--- src/design/fsrc_pkg.sv ---
`default_nettype none
package fsrc_pkg;

    localparam int unsigned ADDR_W     = 32;
    localparam int unsigned INSN_W     = 16;
    localparam int unsigned ACC_INSN_W = 24;
    localparam int unsigned EST_W      = 30;
    localparam int unsigned WGT_W      = 32;
    localparam int unsigned ACC_WGT_W  = 48;
    localparam int unsigned CNT_W      = 16;
    localparam int unsigned ID_W       = 16;
    localparam int unsigned SCALE_W    = 7;
    localparam int unsigned REASON_W   = 2;
    localparam int unsigned CFG_IDX_W  = 1;
    localparam int unsigned CFG_DATA_W = 16;

    typedef logic [REASON_W-1:0] t_reason;

    localparam t_reason REASON_FIXED   = 2'd0;
    localparam t_reason REASON_SECTION = 2'd1;
    localparam t_reason REASON_EOS     = 2'd2;

    typedef enum logic {
        KIND_ASSIGN  = 1'b0,
        KIND_SUMMARY = 1'b1
    } t_kind;

    localparam logic [CFG_IDX_W-1:0] CFG_MAX_CHUNK = 1'b0;
    localparam logic [CFG_IDX_W-1:0] CFG_IR_SCALE  = 1'b1;

    localparam logic [INSN_W-1:0]  MAX_CHUNK_RESET = 16'd1024;
    localparam logic [SCALE_W-1:0] IR_SCALE_RESET  = 7'd4;

    typedef struct packed {
        logic [ADDR_W-1:0]     low;
        logic [ADDR_W-1:0]     high;
        logic [ACC_INSN_W-1:0] insns;
        logic [EST_W-1:0]      est;
        logic [ACC_WGT_W-1:0]  weight;
        logic [CNT_W-1:0]      loops;
        logic                  smc;
        logic [CNT_W-1:0]      indirect;
    } t_summary;

    typedef struct packed {
        logic add;    // fold the current block in
        logic fresh;  // start from an empty region before folding
        logic clear;  // drop the region
    } t_acc_ctl;

endpackage
`default_nettype wire

--- src/design/fsrc_acc.sv ---
`default_nettype none
module fsrc_acc (
    input  wire logic                              i_clk,
    input  wire logic                              i_rst_n,
    input  wire fsrc_pkg::t_acc_ctl                i_ctl,
    input  wire logic [fsrc_pkg::ADDR_W-1:0]       i_start,
    input  wire logic [fsrc_pkg::ADDR_W-1:0]       i_end,
    input  wire logic [fsrc_pkg::INSN_W-1:0]       i_insns,
    input  wire logic [fsrc_pkg::WGT_W-1:0]        i_weight,
    input  wire logic                              i_loop,
    input  wire logic                              i_smc,
    input  wire logic                              i_indirect,
    input  wire logic [fsrc_pkg::SCALE_W-1:0]      i_scale,
    output fsrc_pkg::t_summary                     o_sum
);

    localparam int unsigned PROD_W = fsrc_pkg::ACC_INSN_W + fsrc_pkg::SCALE_W;

    logic [fsrc_pkg::ADDR_W-1:0]     r_low, n_low, b_low;
    logic [fsrc_pkg::ADDR_W-1:0]     r_high, n_high, b_high;
    logic [fsrc_pkg::ACC_INSN_W-1:0] r_insns, n_insns, b_insns;
    logic [fsrc_pkg::ACC_WGT_W-1:0]  r_weight, n_weight, b_weight;
    logic [fsrc_pkg::CNT_W-1:0]      r_loops, n_loops, b_loops;
    logic                            r_smc, n_smc, b_smc;
    logic [fsrc_pkg::CNT_W-1:0]      r_indirect, n_indirect, b_indirect;

    logic [fsrc_pkg::ACC_INSN_W:0]   insn_sum;
    logic [fsrc_pkg::ACC_WGT_W:0]    wgt_sum;
    logic [PROD_W-1:0]               prod;

    always_comb begin
        b_low      = i_ctl.fresh ? '1 : r_low;
        b_high     = i_ctl.fresh ? '0 : r_high;
        b_insns    = i_ctl.fresh ? '0 : r_insns;
        b_weight   = i_ctl.fresh ? '0 : r_weight;
        b_loops    = i_ctl.fresh ? '0 : r_loops;
        b_smc      = i_ctl.fresh ? 1'b0 : r_smc;
        b_indirect = i_ctl.fresh ? '0 : r_indirect;

        insn_sum = {1'b0, b_insns}
                 + {{(fsrc_pkg::ACC_INSN_W + 1 - fsrc_pkg::INSN_W){1'b0}}, i_insns};
        wgt_sum  = {1'b0, b_weight}
                 + {{(fsrc_pkg::ACC_WGT_W + 1 - fsrc_pkg::WGT_W){1'b0}}, i_weight};

        n_low      = r_low;
        n_high     = r_high;
        n_insns    = r_insns;
        n_weight   = r_weight;
        n_loops    = r_loops;
        n_smc      = r_smc;
        n_indirect = r_indirect;

        if (i_ctl.clear) begin
            n_low      = '1;
            n_high     = '0;
            n_insns    = '0;
            n_weight   = '0;
            n_loops    = '0;
            n_smc      = 1'b0;
            n_indirect = '0;
        end else if (i_ctl.add) begin
            n_low      = (i_start < b_low) ? i_start : b_low;
            n_high     = (i_end > b_high) ? i_end : b_high;
            // saturate on carry out
            n_insns    = insn_sum[fsrc_pkg::ACC_INSN_W] ? '1
                                                        : insn_sum[fsrc_pkg::ACC_INSN_W-1:0];
            n_weight   = wgt_sum[fsrc_pkg::ACC_WGT_W] ? '1
                                                      : wgt_sum[fsrc_pkg::ACC_WGT_W-1:0];
            n_loops    = (i_loop && (b_loops != '1)) ? b_loops + 1'b1 : b_loops;
            n_smc      = b_smc | i_smc;
            n_indirect = (i_indirect && (b_indirect != '1)) ? b_indirect + 1'b1
                                                             : b_indirect;
        end
    end

    always_ff @(posedge i_clk) begin
        if (!i_rst_n) begin
            r_low      <= '1;
            r_high     <= '0;
            r_insns    <= '0;
            r_weight   <= '0;
            r_loops    <= '0;
            r_smc      <= 1'b0;
            r_indirect <= '0;
        end else begin
            r_low      <= n_low;
            r_high     <= n_high;
            r_insns    <= n_insns;
            r_weight   <= n_weight;
            r_loops    <= n_loops;
            r_smc      <= n_smc;
            r_indirect <= n_indirect;
        end
    end

    always_comb begin
        prod           = {{fsrc_pkg::SCALE_W{1'b0}}, r_insns}
                       * {{fsrc_pkg::ACC_INSN_W{1'b0}}, i_scale};
        o_sum.low      = r_low;
        o_sum.high     = r_high;
        o_sum.insns    = r_insns;
        o_sum.est      = (|prod[PROD_W-1:fsrc_pkg::EST_W]) ? '1 : prod[fsrc_pkg::EST_W-1:0];
        o_sum.weight   = r_weight;
        o_sum.loops    = r_loops;
        o_sum.smc      = r_smc;
        o_sum.indirect = r_indirect;
    end

endmodule
`default_nettype wire

--- src/design/fixed_size_region_chunker.sv ---
`default_nettype none
// Region chunker: groups code blocks, given in address order, into regions.
// Input channel (i_in_valid / o_in_ready) takes one block item per cycle while no region closes
// and the output does not stall. Output channel (o_out_valid / i_out_ready) gives one result item
// per cycle while i_out_ready is high: a block assignment, or a summary of a closed region.
// Each block yields 1 to 3 results, in order: summary of the region closed
// before it, its assignment, then the end of stream summary if last_block.
// Configuration channel (i_cfg_valid / o_cfg_ready) is always ready; write it
// only while the block is idle.
// A block waits in the input register; its results then go to the output register.
// A region close or end of stream holds the block in the input register, as the result
// register emits one row per cycle.
// A stall on i_out_ready holds the output register; the input register then
// fills and o_in_ready drops until results move again.
// Reset empties both registers, closes any region, restarts numbering at 0 and
// restores limit 1024 and scale 4.
module fixed_size_region_chunker (
    input  wire logic                                i_clk,
    input  wire logic                                i_rst_n,

    input  wire logic                                i_cfg_valid,
    output      logic                                o_cfg_ready,
    input  wire logic [fsrc_pkg::CFG_IDX_W-1:0]      i_cfg_index,
    input  wire logic [fsrc_pkg::CFG_DATA_W-1:0]     i_cfg_data,

    input  wire logic                                i_in_valid,
    output      logic                                o_in_ready,
    input  wire logic [fsrc_pkg::ADDR_W-1:0]         i_block_start,
    input  wire logic [fsrc_pkg::ADDR_W-1:0]         i_block_end,
    input  wire logic [fsrc_pkg::INSN_W-1:0]         i_block_insns,
    input  wire logic [fsrc_pkg::WGT_W-1:0]          i_block_weight,
    input  wire logic                                i_is_loop_header,
    input  wire logic                                i_is_smc_suspect,
    input  wire logic                                i_is_indirect,
    input  wire logic                                i_last_block,

    output      logic                                o_out_valid,
    input  wire logic                                i_out_ready,
    output      logic                                o_result_kind,
    output      logic [fsrc_pkg::ID_W-1:0]           o_region_id,
    output      logic [fsrc_pkg::REASON_W-1:0]       o_close_reason,
    output      logic [fsrc_pkg::ADDR_W-1:0]         o_region_low_addr,
    output      logic [fsrc_pkg::ADDR_W-1:0]         o_region_high_addr,
    output      logic [fsrc_pkg::ACC_INSN_W-1:0]     o_region_insns,
    output      logic [fsrc_pkg::EST_W-1:0]          o_region_ir_estimate,
    output      logic [fsrc_pkg::ACC_WGT_W-1:0]      o_region_weight,
    output      logic [fsrc_pkg::CNT_W-1:0]          o_region_loops,
    output      logic                                o_region_smc,
    output      logic [fsrc_pkg::CNT_W-1:0]          o_region_indirect,
    output      logic                                o_last_of_run
);

    // configuration
    logic [fsrc_pkg::INSN_W-1:0]  r_max_chunk;
    logic [fsrc_pkg::SCALE_W-1:0] r_ir_scale;

    // input register
    logic                         r_in_valid;
    logic [fsrc_pkg::ADDR_W-1:0]  r_start;
    logic [fsrc_pkg::ADDR_W-1:0]  r_end;
    logic [fsrc_pkg::INSN_W-1:0]  r_insns;
    logic [fsrc_pkg::WGT_W-1:0]   r_weight;
    logic                         r_loop;
    logic                         r_smc;
    logic                         r_indirect;
    logic                         r_last;

    // region control state
    logic                         r_open, n_open;
    logic [fsrc_pkg::ID_W-1:0]    r_num, n_num;
    logic                         r_prev_valid, n_prev_valid;
    logic [fsrc_pkg::ADDR_W-1:0]  r_prev_end, n_prev_end;
    logic                         r_eos, n_eos;

    // output register
    logic                         r_out_valid;
    fsrc_pkg::t_kind              r_kind, n_kind;
    logic [fsrc_pkg::ID_W-1:0]    r_id, n_id;
    fsrc_pkg::t_reason            r_reason, n_reason;
    fsrc_pkg::t_summary           r_sum, n_sum;
    logic                         r_last_of_run, n_last_of_run;

    fsrc_pkg::t_acc_ctl           acc_ctl;
    fsrc_pkg::t_summary           acc_sum;

    logic advance, fire, gap, full, do_close, do_eos, do_assign, consume;

    fsrc_acc u_acc (
        .i_clk      (i_clk),
        .i_rst_n    (i_rst_n),
        .i_ctl      (acc_ctl),
        .i_start    (r_start),
        .i_end      (r_end),
        .i_insns    (r_insns),
        .i_weight   (r_weight),
        .i_loop     (r_loop),
        .i_smc      (r_smc),
        .i_indirect (r_indirect),
        .i_scale    (r_ir_scale),
        .o_sum      (acc_sum)
    );

    always_comb begin
        advance   = !r_out_valid || i_out_ready;
        fire      = advance && r_in_valid;
        gap       = r_prev_valid && (r_start != r_prev_end);
        full      = acc_sum.insns >= {{(fsrc_pkg::ACC_INSN_W - fsrc_pkg::INSN_W){1'b0}},
                                     r_max_chunk};
        do_eos    = r_eos;
        do_close  = !r_eos && r_open && (gap || full);
        do_assign = !r_eos && !do_close;
        // drop the item once its final result goes out
        consume   = fire && (do_eos || (do_assign && !r_last));

        acc_ctl.add   = fire && do_assign;
        acc_ctl.fresh = !r_open;
        acc_ctl.clear = fire && do_eos;
    end

    assign o_in_ready  = !r_in_valid || consume;
    assign o_cfg_ready = 1'b1;

    always_comb begin
        n_open        = r_open;
        n_num         = r_num;
        n_prev_valid  = r_prev_valid;
        n_prev_end    = r_prev_end;
        n_eos         = r_eos;
        n_kind        = fsrc_pkg::KIND_SUMMARY;
        n_id          = r_num - 1'b1;
        n_reason      = fsrc_pkg::REASON_EOS;
        n_sum         = acc_sum;
        n_last_of_run = 1'b1;

        if (fire) begin
            if (do_eos) begin
                n_open       = 1'b0;
                n_num        = '0;
                n_prev_valid = 1'b0;
                n_prev_end   = '0;
                n_eos        = 1'b0;
            end else if (do_close) begin
                n_open        = 1'b0;
                n_reason      = gap ? fsrc_pkg::REASON_SECTION : fsrc_pkg::REASON_FIXED;
                n_last_of_run = 1'b0;
            end else begin
                n_open        = 1'b1;
                n_num         = r_open ? r_num : r_num + 1'b1;
                n_prev_valid  = 1'b1;
                n_prev_end    = r_end;
                n_eos         = r_last;
                n_kind        = fsrc_pkg::KIND_ASSIGN;
                n_id          = r_open ? r_num - 1'b1 : r_num;
                n_reason      = fsrc_pkg::REASON_FIXED;
                n_sum         = '0;
                n_last_of_run = !r_last;
            end
        end
    end

    always_ff @(posedge i_clk) begin
        if (!i_rst_n) begin
            r_max_chunk <= fsrc_pkg::MAX_CHUNK_RESET;
            r_ir_scale  <= fsrc_pkg::IR_SCALE_RESET;
        end else if (i_cfg_valid && o_cfg_ready) begin
            case (i_cfg_index)
                fsrc_pkg::CFG_MAX_CHUNK: r_max_chunk <= i_cfg_data;
                fsrc_pkg::CFG_IR_SCALE:  r_ir_scale  <= i_cfg_data[fsrc_pkg::SCALE_W-1:0];
                default: begin
                end
            endcase
        end
    end

    always_ff @(posedge i_clk) begin
        if (!i_rst_n) begin
            r_in_valid <= 1'b0;
        end else if (o_in_ready) begin
            r_in_valid <= i_in_valid;
        end
    end

    always_ff @(posedge i_clk) begin
        if (i_in_valid && o_in_ready) begin
            r_start    <= i_block_start;
            r_end      <= i_block_end;
            r_insns    <= i_block_insns;
            r_weight   <= i_block_weight;
            r_loop     <= i_is_loop_header;
            r_smc      <= i_is_smc_suspect;
            r_indirect <= i_is_indirect;
            r_last     <= i_last_block;
        end
    end

    always_ff @(posedge i_clk) begin
        if (!i_rst_n) begin
            r_open       <= 1'b0;
            r_num        <= '0;
            r_prev_valid <= 1'b0;
            r_prev_end   <= '0;
            r_eos        <= 1'b0;
            r_out_valid  <= 1'b0;
        end else begin
            r_open       <= n_open;
            r_num        <= n_num;
            r_prev_valid <= n_prev_valid;
            r_prev_end   <= n_prev_end;
            r_eos        <= n_eos;
            if (advance) begin
                r_out_valid <= fire;
            end
        end
    end

    always_ff @(posedge i_clk) begin
        if (fire) begin
            r_kind        <= n_kind;
            r_id          <= n_id;
            r_reason      <= n_reason;
            r_sum         <= n_sum;
            r_last_of_run <= n_last_of_run;
        end
    end

    assign o_out_valid          = r_out_valid;
    assign o_result_kind        = r_kind;
    assign o_region_id          = r_id;
    assign o_close_reason       = r_reason;
    assign o_region_low_addr    = r_sum.low;
    assign o_region_high_addr   = r_sum.high;
    assign o_region_insns       = r_sum.insns;
    assign o_region_ir_estimate = r_sum.est;
    assign o_region_weight      = r_sum.weight;
    assign o_region_loops       = r_sum.loops;
    assign o_region_smc         = r_sum.smc;
    assign o_region_indirect    = r_sum.indirect;
    assign o_last_of_run        = r_last_of_run;

endmodule
`default_nettype wire

--- config.mk ---
export PLATFORM = sky130hd
export DESIGN_NAME = fixed_size_region_chunker
export DESIGN_NICKNAME = d
export VERILOG_FILES = /design/src/design/fsrc_pkg.sv /design/src/design/fsrc_acc.sv /design/src/design/fixed_size_region_chunker.sv
export SDC_FILE = /design/constraint.sdc
export NUM_CORES = 1
export LEC_CHECK = 0
export BUFFER_PORTS_ARGS = -buffer_cell sky130_fd_sc_hd__buf_2
export CELL_PAD_IN_SITES_DETAIL_PLACEMENT = 1
export CELL_PAD_IN_SITES_GLOBAL_PLACEMENT = 2
export CORE_ASPECT_RATIO = 1.75
export CORE_MARGIN = 4
export CORE_UTILIZATION = 29
export CTS_CLUSTER_DIAMETER = 150
export CTS_CLUSTER_SIZE = 25
export DETAILED_ROUTE_END_ITERATION = 7
export PLACE_DENSITY = 0.73
export RECOVER_POWER = 100
export SYNTH_ARGS = -nofsm -noshare
export SYNTH_HDL_FRONTEND = slang
export SYNTH_SLANG_ARGS = --single-unit
export TNS_END_PERCENT = 1
--- constraint.sdc ---
create_clock -name i_clk -period 18.41 [get_ports i_clk]
set_input_delay 0.9205 -clock i_clk [delete_from_list [all_inputs] [get_ports i_clk]]
set_output_delay 0.9205 -clock i_clk [all_outputs]
set_load 0.005 [all_outputs]
==> impl_summary.md <==
Routing
The final routed wire length divided by cell count is 21.1 um. The number of search-and-repair iterations in the first detailed-routing pass is 5. For this block, the via count after detailed routing is 23,000. The number of vias per cell after detailed routing is 4.85.

The count of antenna-violating nets left after detailed routing is 0. The routed wire length is 99,700 um. The number of DRC violations after detailed routing is 0.

After the first detailed-routing iteration, the DRC count stood at 936.

Final layout
The final standard cell utilization of the core is 32.8%. Fill cells in the final layout number 12,300. The top cell types in the final layout, fill and taps aside, are sky130_fd_sc_hd__edfxtp_1 (335), sky130_fd_sc_hd__nand2_1 (263), sky130_fd_sc_hd__dfxtp_1 (245). The most common library cell in the layout ignoring fill and taps is sky130_fd_sc_hd__edfxtp_1. In the final layout, flip-flops and latches occupy 15,000 um^2. The area growth from synthesis to layout is 11.7%. The multi-input combinational cells in the finished layout cover a total of 15,400 um^2.

For this run, the number of standard cells in the final layout without fillers is 4,734. The net count of the finished layout is 3,688. The ratio of cells with drive above 1 in the final layout is 7.38%.

Synth
Counting flops with an async set or reset pin after synthesis yields a share of 0%. Ranked by total cell area, the synthesized netlist is headed by sky130_fd_sc_hd__edfxtp_1 (32%), sky130_fd_sc_hd__dfxtp_1 (16%), sky130_fd_sc_hd__ha_1 (7.1%). Synthesis inferred 580 register bits. The post-synthesis cell type count is 72.

The synthesized area divided by synthesized cell count is 10.5 um^2. After synthesis, flip-flops and latches occupy 47.4% of the total area. The area share of the largest cell type after synthesis is 31.9%. The post-synthesis net count is 3,434. In this run, synthesis inferred 335 flip-flops with an integrated enable. Yosys printed 0 warnings. The mapped netlist covers 31,600 um^2.

Summed over all instances, the cell type with the most area after synthesis is sky130_fd_sc_hd__edfxtp_1. The instance count of the mapped netlist is 3,005. The primary flip-flop cell chosen by synthesis mapping is sky130_fd_sc_hd__edfxtp_1.

Clock network
The post-cts sizing count is 0. The number of clock sinks is 580. The number of hold buffers added after CTS was 0. The maximum buffer depth of the clock tree is 3. The number of setup buffers added after CTS is 0. TritonCTS built the clock tree. CTS built an H-tree with a depth of 1. Clock-pin slew was measured on the worst setup and hold paths at 0.11 ns.

The clock insertion delay at the later pin of the skew report is 0.67 ns. The cell at the root of the clock tree is sky130_fd_sc_hd__clkbuf_16. The number of clock buffers added by TritonCTS is 27.

Hold path
The number of cells traversed by the worst hold path is 1. The path class of the tightest hold or removal check is in2reg.

Job
The number of maximum-capacitance violations is 20.

Setup path
The timing endpoint of the critical path is r_weight[11]$_DFFE_PP_. In this run the register-to-register setup slack is 7.75 ns. The critical path starts at u_acc.r_insns[0]$_SDFFE_PP0P_. STA puts the critical path data arrival time at 10.81 ns. STA classifies the critical path startpoint as a register.

Of all nets on the critical path, the largest fanout is 67. The number of cells on the worst reg-to-reg path is 13. The critical path is of the reg2reg type. The worst reg2reg path endpoint is r_weight[11]$_DFFE_PP_. The sort of element at the end of the critical path is a register.

The startpoint identified for the worst register-to-register timing path is u_acc.r_insns[0]$_SDFFE_PP0P_. The data required time of the worst path is 18.57 ns.

Timing
The sum of negative setup slack is 0 ns. The hold violation count in the final report came to 0. The worst hold-check slack is 0.425 ns.

The worst-case clock skew is 0.0440 ns. The final max-slew violation count is 1,003. At the pin with the least slew margin, the transition time is 4.42 ns. The fmax is 0.0938 GHz. The final critical-path share of the clock period is 57.9%.

In the post-route analysis, the smallest setup slack over all paths is 7.75 ns. Setup repair after global routing left no endpoint under its margin. The final-report setup violation count is 0. The shortest clock period the worst path allows after layout is 10.66 ns. The headroom to the max-slew limit is -195%.

Floorplanning
The floorplan step set the die width to 257 um. From bottom edge to top edge, the die measures 444 um. The full die area is 114,000 um^2.

The effective utilization at floorplan is 29.3%. The core region area is 108,000 um^2. The number of core rows is 159.

For this design the top-level I/O count stands at 360.

GRT
Global routing used 17.0% of the available tracks. The maximum number of pins on one net before global-route repair is 100. The first global-routing pass estimated 152,000 um of wire. The number of antenna violations at the first check in global routing is 4.

After global routing the overflow that remains totals 0. The via count of the first global-routing pass is 25,000.

Placed design
The estimated wirelength of the detail-placed design is 73,200 um. The worst setup slack after placement is 11.65 ns. Buffers placed on the I/O ports in this run total 358. Once placement completed, the tool counted placed cells totaling 4,679.

The global placer's final weighted congestion is 0.808.

Pwr
In this run the power density over the cells is 75.1 nW/um^2. VDD sags by at most 0.0749 mV. The standby leakage power is 0.0136 uW.

Run status
The final reports fail on max-capacitance violations, max-slew violations. The run finished, with violations left.
[flip-flops by register name (all words and copies together) (netlist names), 30 cells and up]
register,count
r_weight,32
u_acc.r_low,32
u_acc.r_high,32
o_region_ir_estimate,30
o_region_high_addr,32
o_region_low_addr,32
o_region_weight,48
r_start,32
u_acc.r_weight,48
r_prev_end,32
r_end,32
[stage by stage]
step	power (uW)	cell area, um^2
6_report	2650	35200
2_1_floorplan	1780	31600
3_3_place_gp	1950	34800
4_1_cts	2710	35600
3_5_place_dp	1960	34800
5_1_grt	2800	35200
[how the worst min path moves through the flow]
stage,from,slack [ns],endpoint
2_1_floorplan,u_acc.r_indirect[8]$_SDFFE_PP0P_,0.44,u_acc.r_indirect[8]$_SDFFE_PP0P_
3_3_place_gp,r_max_chunk[3]$_SDFFE_PN0P_,0.46,r_max_chunk[3]$_SDFFE_PN0P_
3_5_place_dp,r_max_chunk[7]$_SDFFE_PN0P_,0.47,r_max_chunk[7]$_SDFFE_PN0P_
4_1_cts,i_block_insns[13],0.36,r_insns[13]$_DFFE_PP_
5_1_grt,i_block_end[27],0.37,r_end[27]$_DFFE_PP_
6_report,i_block_end[31],0.42,r_end[31]$_DFFE_PP_
[layout make-up]
| cell class | count | area share (%) |
|---|---|---|
| sequential | 580 | 42.5 |
| antenna | 5 | 0.0355 |
| clock buffer | 48 | 2.14 |
| multi-input combinational | 2104 | 43.6 |
| clock inverter | 2 | 0.114 |
| timing repair buffer | 384 | 4.80 |
| tap | 1449 | 5.14 |
| inverter | 162 | 1.73 |
[power by group]
group          internal (uW)  switching (uW)
combinational            129             248
clock                    286             451
sequential              1460            69.1
[synth_stat cells (11+ instances only)]
| cell type | count |
|---|---|
| sky130_fd_sc_hd__xnor2_1 | 72 |
| sky130_fd_sc_hd__a22o_1 | 33 |
| sky130_fd_sc_hd__fa_1 | 111 |
| sky130_fd_sc_hd__and3_1 | 24 |
| sky130_fd_sc_hd__nand2b_1 | 16 |
| sky130_fd_sc_hd__ha_1 | 180 |
| sky130_fd_sc_hd__edfxtp_1 | 335 |
| sky130_fd_sc_hd__and2_1 | 337 |
| sky130_fd_sc_hd__o22a_1 | 32 |
| sky130_fd_sc_hd__mux2i_1 | 11 |
| sky130_fd_sc_hd__a21oi_1 | 166 |
| sky130_fd_sc_hd__nand4_1 | 40 |
| sky130_fd_sc_hd__o21ai_0 | 127 |
| sky130_fd_sc_hd__nand3_1 | 82 |
| sky130_fd_sc_hd__dfxtp_1 | 245 |
| sky130_fd_sc_hd__nor4_1 | 20 |
| sky130_fd_sc_hd__a31oi_2 | 20 |
| sky130_fd_sc_hd__xor2_1 | 66 |
| sky130_fd_sc_hd__o21a_1 | 16 |
| sky130_fd_sc_hd__nor3_1 | 36 |
| sky130_fd_sc_hd__nand2_1 | 263 |
| sky130_fd_sc_hd__inv_1 | 161 |
| sky130_fd_sc_hd__clkbuf_1 | 136 |
| sky130_fd_sc_hd__o21bai_1 | 11 |
| sky130_fd_sc_hd__nor2b_1 | 14 |
| sky130_fd_sc_hd__buf_1 | 14 |
| sky130_fd_sc_hd__a31oi_1 | 21 |
| sky130_fd_sc_hd__nor2_1 | 156 |
| sky130_fd_sc_hd__a21o_1 | 57 |
| sky130_fd_sc_hd__a21boi_0 | 63 |
| sky130_fd_sc_hd__a211oi_1 | 14 |
[routing by layer]
layer	global-route usage (%)	wire length, um	vias up
met4	3.88	2240	0
met3	1.95	3120	82
met5	0	0	-
met1	20.3	41200	11500
met2	32.6	53100	338
li1	-	-	11000
[logic make-up after synthesis]
kind of cell / Yosys count / synth area share [%]
and+or+nand+nor: 1021 / 16.6
AOI/OAI and AO/OA: 641 / 13.7
DFF: 580 / 47.4
buffers and inverters: 321 / 3.93
adders and majority gates: 291 / 14.2
xor gates and xnor gates: 138 / 3.83
muxes: 12 / 0.385
other: 1 / 0.0119
[critical path, cell delays in order, from the launching register on]
cell	delay, ns
sky130_fd_sc_hd__dfxtp_1	0.49
sky130_fd_sc_hd__inv_1	0.26
sky130_fd_sc_hd__ha_1	0.33
sky130_fd_sc_hd__nand2b_1	0.13
sky130_fd_sc_hd__a21o_1	0.17
sky130_fd_sc_hd__a211oi_1	0.30
sky130_fd_sc_hd__o21ai_0	0.22
sky130_fd_sc_hd__a211o_1	0.31
sky130_fd_sc_hd__clkbuf_1	0.68
sky130_fd_sc_hd__a21oi_1	0.58
sky130_fd_sc_hd__nand2_1	0.13
sky130_fd_sc_hd__a21oi_1	1.51
sky130_fd_sc_hd__clkbuf_1	1.87
sky130_fd_sc_hd__clkbuf_1	2.97
Power figures use the tool's default switching activity.
